### config.mk
export PLATFORM = sky130hd
export DESIGN_NAME = sorted_insert_priority_queue_core
export DESIGN_NICKNAME = d
export VERILOG_FILES = /design/src/hdl/spq_pkg.sv /design/src/hdl/spq_cell.sv /design/src/hdl/sorted_insert_priority_queue_core.sv
export SDC_FILE = /design/constraint.sdc
export NUM_CORES = 2
export LEC_CHECK = 0
export ABC_AREA = 0
export BUFFER_PORTS_ARGS = -buffer_cell sky130_fd_sc_hd__buf_2
export CORE_ASPECT_RATIO = 0.8
export CORE_MARGIN = 2
export CORE_UTILIZATION = 64
export DETAILED_ROUTE_END_ITERATION = 8
export PLACE_DENSITY = 0.81
export SKIP_CTS_REPAIR_TIMING = 1
export SYNTH_ARGS = -nofsm -noshare
export SYNTH_HDL_FRONTEND = slang
export SYNTH_SLANG_ARGS = --single-unit
### constraint.sdc
create_clock -name clk -period 9 [get_ports clk]
set_clock_uncertainty 0.1 [all_clocks]
set_input_delay 2.25 -clock clk [delete_from_list [all_inputs] [get_ports clk]]
set_output_delay 2.25 -clock clk [all_outputs]
set_load 0.05 [all_outputs]
### src/hdl/spq_pkg.sv
// shared types and constants for the sorted priority queue
package spq_pkg;

  localparam int SPQ_DEPTH = 16;
  localparam int PRIO_W    = 8;
  localparam int DATA_W    = 32;
  localparam int OCC_W     = 5;

  typedef enum logic {
    OP_INSERT = 1'b0,
    OP_REMOVE = 1'b1
  } opcode_t;

  typedef enum logic [1:0] {
    ST_INSERTED = 2'd0,
    ST_FULL     = 2'd1,
    ST_REMOVED  = 2'd2,
    ST_EMPTY    = 2'd3
  } status_t;

  typedef struct packed {
    logic                     valid;
    logic [PRIO_W-1:0]        prio;
    logic signed [DATA_W-1:0] data;
  } entry_t;

  typedef struct packed {
    logic                     ins;
    logic                     rem;
    logic [PRIO_W-1:0]        prio;
    logic signed [DATA_W-1:0] data;
  } cmd_t;

endpackage

### src/hdl/spq_cell.sv
// one cell of the sorted chain: holds one entry, shifts right on insert, left on remove
module spq_cell (
  input  logic            clk,
  input  logic            rst,
  input  spq_pkg::cmd_t   cmd,
  input  spq_pkg::entry_t left,
  input  logic            left_stay,
  input  spq_pkg::entry_t right,
  output spq_pkg::entry_t ent,
  output logic            stay
);
  import spq_pkg::*;

  entry_t ent_next;

  assign stay = ent.valid && (ent.prio <= cmd.prio);

  always_comb begin
    ent_next = ent;
    if (cmd.ins) begin
      if (stay) begin
        ent_next = ent;
      end else if (left_stay) begin
        ent_next.valid = 1'b1;
        ent_next.prio  = cmd.prio;
        ent_next.data  = cmd.data;
      end else begin
        ent_next = left;
      end
    end else if (cmd.rem) begin
      ent_next = right;
    end
  end

  always_ff @(posedge clk) begin
    if (rst) begin
      ent.valid <= 1'b0;
    end else begin
      ent.valid <= ent_next.valid;
    end
    ent.prio <= ent_next.prio;
    ent.data <= ent_next.data;
  end

endmodule

### src/hdl/sorted_insert_priority_queue_core.sv
// top level of the sorted priority queue: cell chain, entry count and result register
//
//   channel | handshake          | fields
//   in      | in_valid, in_stall  | opcode, priority_req, payload
//   out     | out_valid, out_stall| status, out_priority, out_payload, occupancy
//
// one beat per cycle while the output is not stalled: every cell updates from its neighbors in the same cycle
// the result is registered and appears in the cycle after the input beat
// a new input beat is taken while the result register is empty or being drained
// reset clears the cell valid bits and the count; entry contents are not reset
module sorted_insert_priority_queue_core #(
  parameter int DEPTH = spq_pkg::SPQ_DEPTH
) (
  input  logic                                     clk,
  input  logic                                     rst,
  input  logic                                     in_valid,
  output logic                                     in_stall,
  input  spq_pkg::opcode_t                         opcode,
  input  logic [spq_pkg::PRIO_W-1:0]               priority_req,
  input  logic signed [spq_pkg::DATA_W-1:0]        payload,
  output logic                                     out_valid,
  input  logic                                     out_stall,
  output spq_pkg::status_t                         status,
  output logic [spq_pkg::PRIO_W-1:0]               out_priority,
  output logic signed [spq_pkg::DATA_W-1:0]        out_payload,
  output logic [spq_pkg::OCC_W-1:0]                occupancy
);
  import spq_pkg::*;

  localparam int CW = $clog2(DEPTH + 1);

  entry_t           cells [DEPTH];
  logic             stay_vec [DEPTH];
  logic [DEPTH-1:0] valid_vec;
  cmd_t             cmd;
  logic [CW-1:0]    count;
  logic [CW-1:0]    count_next;
  logic [CW+OCC_W-1:0] count_ext;
  logic             fire;
  logic             full;
  logic             empty;
  logic             out_fire;

  assign out_fire = out_valid && !out_stall;
  assign in_stall = out_valid && out_stall;
  assign fire     = in_valid && !in_stall;
  assign full     = valid_vec[DEPTH-1];
  assign empty    = !valid_vec[0];

  assign cmd.ins  = fire && (opcode == OP_INSERT) && !full;
  assign cmd.rem  = fire && (opcode == OP_REMOVE) && !empty;
  assign cmd.prio = priority_req;
  assign cmd.data = payload;

  for (genvar i = 0; i < DEPTH; i++) begin : g_cell
    entry_t left;
    logic   left_stay;
    entry_t right;

    if (i == 0) begin : g_head
      assign left      = '0;
      assign left_stay = 1'b1;
    end else begin : g_mid
      assign left      = cells[i-1];
      assign left_stay = stay_vec[i-1];
    end

    if (i == DEPTH - 1) begin : g_tail
      assign right = '0;
    end else begin : g_body
      assign right = cells[i+1];
    end

    spq_cell u_cell (
      .clk       (clk),
      .rst       (rst),
      .cmd       (cmd),
      .left      (left),
      .left_stay (left_stay),
      .right     (right),
      .ent       (cells[i]),
      .stay      (stay_vec[i])
    );

    assign valid_vec[i] = cells[i].valid;
  end

  always_comb begin
    count_next = count;
    if (cmd.ins) begin
      count_next = count + CW'(1);
    end else if (cmd.rem) begin
      count_next = count - CW'(1);
    end
  end

  assign count_ext = {{OCC_W{1'b0}}, count_next};

  always_ff @(posedge clk) begin
    if (rst) begin
      count     <= '0;
      out_valid <= 1'b0;
    end else begin
      count <= count_next;
      if (fire) begin
        out_valid <= 1'b1;
      end else if (out_fire) begin
        out_valid <= 1'b0;
      end
    end
  end

  always_ff @(posedge clk) begin
    if (fire) begin
      occupancy    <= count_ext[OCC_W-1:0];
      out_priority <= '0;
      out_payload  <= '0;
      if (opcode == OP_INSERT) begin
        status <= full ? ST_FULL : ST_INSERTED;
      end else if (empty) begin
        status <= ST_EMPTY;
      end else begin
        status       <= ST_REMOVED;
        out_priority <= cells[0].prio;
        out_payload  <= cells[0].data;
      end
    end
  end

  // count tracks the number of valid cells
  a_count_matches: assert property (@(posedge clk) disable iff (rst)
    $countones(valid_vec) == count)
    else $error("entry count differs from valid cells");

  // valid cells form an unbroken run from the head
  a_contiguous: assert property (@(posedge clk) disable iff (rst)
    $onehot({1'b0, valid_vec} + {{DEPTH{1'b0}}, 1'b1}))
    else $error("valid cells not contiguous");

  // a successful remove drops the count by one
  a_remove_count: assert property (@(posedge clk) disable iff (rst)
    cmd.rem |=> count == $past(count) - CW'(1))
    else $error("remove did not drop count");

  // a rejected insert leaves the chain untouched
  a_full_hold: assert property (@(posedge clk) disable iff (rst)
    fire && (opcode == OP_INSERT) && full |=> $stable(valid_vec) && (count == $past(count)))
    else $error("full insert changed the queue");

endmodule

After elaboration in Yosys (flattened, before gate mapping)
Index checks and enable logic that the tools add are counted.
- add/subtract/negate cells: 2
- $lt $le $gt $ge: 16
- eq/ne operators: 16
- multiplexer cells: 70
- bitwise gates (word level): 1
- reductions and logical operators: 45
- operator list (operator ; number):
    $mux 41 ; 63
    $le 8x8->1 ; 16
    $reduce_and 2->1 ; 17
    $ne 2x2->1 const B ; 16
    $logic_and 1x1->1 ; 23
    $mux 5 ; 2
    $add 5x1->5 const B ; 1
    $sub 5x1->5 const B ; 1
    $mux 1 ; 4
    $reduce_bool 2->1 ; 2
    $logic_not 1->1 ; 3
    $mux 2 ; 1
    $not 1->1 ; 1
- bits in registers: 709
- input bits: 45
- output and inout port bits: 49
- logic and storage cells: 204

Longest topological paths before layout
- depth after elaboration: 7
- depth in mapped cells: 11

By module
A second synthesis with hierarchy kept.
- cell total of the unflattened synthesis: 3572
- area, all modules: 39950.8 um2
- by module, submodules not included (module ; instances ; cells an instance ; area an instance (um2) ; sequential area each (um2)):
    spq_cell (g_cell[14].u_cell ...) ; 11 ; 214 ; 2372.3 ; 1221.2
    spq_cell (g_cell[0].u_cell ...) ; 5 ; 214 ; 2346.0 ; 1221.2
    sorted_insert_priority_queue_core ; 1 ; 148 ; 2125.8 ; 1531.5

Worst setup path after synthesis
No wires, ideal clock.
- path type: input to register
- start point: in priority_req[1] in the netlist's numbering
- end point: reg g_cell[14].u_cell.ent[0] in the netlist's numbering (enable)
- setup time: 0.493 ns
- arrival time: 6.675 ns
- data required time: 8.407 ns
- setup slack: 1.733 ns
- stages: 9
- cells stage by stage: inv_1 -> clkbuf_1 -> ha_1 -> nor2b_1 -> o211ai_1 -> a21oi_1 -> o21ai_2 -> clkbuf_1 -> o21ai_0
- cells in the longest elaborated chain, start to end: 4
- ends and longest elaborated chain (item ; line ; text):
    from (decl) ; sorted_insert_priority_queue_core.sv:19 ; input logic [spq_pkg::PRIO_W-1:0] priority_req,
    $le 8x8->1 ; spq_cell.sv:16 ; assign stay = ent.valid && (ent.prio <= cmd.prio);
    $logic_and 1x1->1 ; spq_cell.sv:16 ;
    $ne 2x2->1 (no source line) ; n/a ;
    $reduce_and 2->1 (no source line) ; n/a ;
    to (decl) ; spq_cell.sv:9 ; output spq_pkg::entry_t ent,
Every way passes these cells.
A chain may end at the register's enable or synchronous reset.

Final worst setup path
- start point: in priority_req[7] in the netlist's numbering
- end point: reg g_cell[9].u_cell.ent[8] in the netlist's numbering (enable)
- cells in the longest elaborated chain, start to end: 4
- ends and longest elaborated chain (item ; line):
    $le 8x8->1 ; spq_cell.sv:16
    $logic_and 1x1->1 ; spq_cell.sv:16
    $ne 2x2->1 (no source line) ; n/a
    $reduce_and 2->1 (no source line) ; n/a
    to (decl) ; spq_cell.sv:9
Every way passes these cells.

==> metrics.cfg <==
[clock_tree]
htreeDepth = 3
tritoncts = yes
cts_made_buffers = 71
clock_path_buffers = 3
clock-sinks = 709
clk_pin_slew_ns = 0.06
worstSkewPairLatency_ns = 0.62
cts.root.buffer_cell = clkbuf_16

[detailed_routing]
vias = 32521
drc = 0
vias_per_cell = 6.84
drt_iter0_markers = 4204
dr.pass1.iters = 8
avgRoutedWirePerCell_um = 21.9
ant_nets = 0
wl_um = 104000

[layout]
drive_gt1_share_pct = 7.79
synthToLayoutAreaGrowth_pct = 6.02
num-nets-final = 4030
ff_latch_area_um2 = 21100
final_core_util_pct = 68.2
layout_common_cells = 687 x edfxtp_1, 565 x o21ai_0, 506 x nor2_1
antenna_cells = 0
layout.cells.most_common = edfxtp_1
fillers = 4752
multi_input_comb_area_um2 = 17000

[logic_synthesis]
synth_area_um2 = 40100
ys_seq_area_share_pct = 52.6
syn_inst = 4071
ys_warn_count = 0
synth_compound_area_share_pct = 19.3
synth.area.mux_share_pct = 0.0281
synth-xor-area-share_pct = 0.0874
ys.flop_type = edfxtp_1
async_flop_share_pct = 0
synth_fp_nets = 4238
synth_simple_gate_area_share_pct = 18.8
ys_ff_latch = 709
synth_edf_count = 687
synth-adder-area-share_pct = 3.81
syn_avg_cell_area_um2 = 9.85
ys_types = 56
synth_top_family_by_area = compound AO/OA/AOI/OAI gates

[critical_path]
crit_arrival_ns = 5.44
cp_slowest_cell = o22a_4
cp_top_family = buffers and inverters
path_common_cell = buf_4
cp_cell_sequence = buf_2, inv_1, buf_4, ha_1, nand4_1, a21oi_1, o22a_4, o21ai_0, nand2_1, buf_4
critPathMaxFanout = 82
crit_type = in2reg
slowest_delay_ns = 0.59
start_kind = input pin
path_depth = 10
end_kind = flip-flop
r2r_cells = 5
required_ns = 9.17
crit_buf_inv = 4

[status]
status = completed

[sta]
fin_crit_sh_pct = 58.6
finalMaxSlewViolations = 0
fin_crit_ns = 5.28
fmaxAchievable_ghz = 0.190
setup_tns_ns = 0
setup_viol = 0
rsz0062_at_grt = no
slew_headroom_pct = 23.5
hold_violations = 0
hold-worst-slack_ns = 0.448
tightest_slew_ns = 1.14

[power_and_ir_drop]
pwr_density_cell_nw_per_um2 = 201
ir_drop_v = 0.000135
cellLeakagePower_uw = 0.0141

[floorplan]
start_util_pct = 64.4
die_height_um = 228
die_x_um = 284
dieArea_um2 = 64700
ioPinCount = 94
core_area_um2 = 62300
row_count = 82

[place]
place_congestion = 0.895
post-dp-hpwl_um = 65000
portBuffers = 93

[grt]
grt_pass1_wl_um = 167000
grt_max_degree = 279
first_global_vias = 31301
antenna_found_initial = 0
grtUsageTotal_pct = 31.5
gr-total-overflow = 0

[worst_hold_path]
min_path_cells = 2
holdCritPathClass = reg2reg

[job]
drv_cap = 0

-- worst min-delay path, cell delays in order (launching register included) --
cell and delay (ns):
edfxtp_1 0.35, nand2_1 0.05, nand2_1 0.06
-- final cells by class --
| cell class | instances | area share [%] |
|---|---|---|
| Inverter | 39 | 0.347 |
| Clock inverter | 35 | 0.907 |
| Multi-Input combinational cell | 2887 | 39.9 |
| Clock buffer | 91 | 4.51 |
| Sequential cell | 709 | 49.6 |
| Tap cell | 840 | 2.47 |
| Timing Repair Buffer | 155 | 2.31 |
-- logic make-up (layout without fill, tap and decap cells) --
| family | count (synthesis) | in the layout |
|---|---|---|
| buffers and inverters | 475 | 320 |
| muxes | 1 | 1 |
| DFF | 709 | 709 |
| and+or+nand+nor | 1460 | 1460 |
| adders and majority gates | 122 | 122 |
| AOI/OAI and AO/OA | 1300 | 1300 |
| xor gates and xnor gates | 4 | 4 |
-- cell usage after synthesis, drive strengths merged, types with 2 or more instances --
cell / instances / area [um^2]
o21a: 3 / 22.5
a211oi: 5 / 42.5
o31ai: 2 / 20.0
a21oi: 78 / 405
o22a: 12 / 188
edfxtp: 687 / 20600
a221o: 9 / 90.1
or2: 2 / 12.5
o21bai: 33 / 248
xor2: 2 / 17.5
inv: 38 / 143
nor4: 3 / 18.8
o221ai: 3 / 26.3
dfxtp: 22 / 440
nor2: 507 / 1910
ha: 122 / 1530
o22ai: 2 / 12.5
o211ai: 91 / 743
clkbuf: 273 / 1030
nor2b: 23 / 144
nand4: 29 / 181
buf: 163 / 966
xnor2: 2 / 17.5
nand3: 75 / 375
o21ai: 575 / 2880
a31oi: 480 / 3000
nand3b: 396 / 2970
a21o: 3 / 22.5
nor3: 2 / 10.0
nand2: 291 / 1100
nand2b: 3 / 18.8
or3: 84 / 526
and3: 43 / 274
-- power breakdown --
group	leakage [uW]	switching [uW]	internal (uW)
combinational	0.00636	972	430
sequential	0.00662	133	3950
clock	0.00112	1310	1740
total	0.0141	2410	6110
-- layer usage --
layer	up-vias	track usage, %	wire, um
met3	233	3.70	7820
met2	1547	51.7	50300
met5	-	0	0
li1	14839	-	-
met4	0	10.5	3200
met1	15902	43.9	42800
-- per-stage QoR --
step,setup WS [ns],total power [uW],instances,cell area (um^2)
after floorplan,1.73,5150,4071,40100
after global placement,3.24,5470,4630,40200
after detailed placement,3.15,5510,4630,40200
after CTS,3.79,8520,4756,42500
after global routing,3.52,8830,4756,42500
final,3.72,8530,4756,42500
-- flip-flops by register name, summed over array words and instances, names as in the netlist --
register,count
out_payload,32
out_priority,8
status,2
out_valid,1
occupancy,5
g_cell.u_cell.ent,656
count,5
-- worst paths after layout --
| path | start | to | slack (ns) |
|---|---|---|---|
| hold / removal | g_cell[1].u_cell.ent[19] | g_cell[0].u_cell.ent[19] | 0.45 |
| setup reg to reg | out_valid | g_cell[11].u_cell.ent[8] | 5.34 |
| hold reg to reg | g_cell[1].u_cell.ent[19] | g_cell[0].u_cell.ent[19] | 0.45 |
| setup / recovery | priority_req[7] | g_cell[9].u_cell.ent[8] | 3.72 |
No activity file was read; power rests on OpenSTA's default activity.
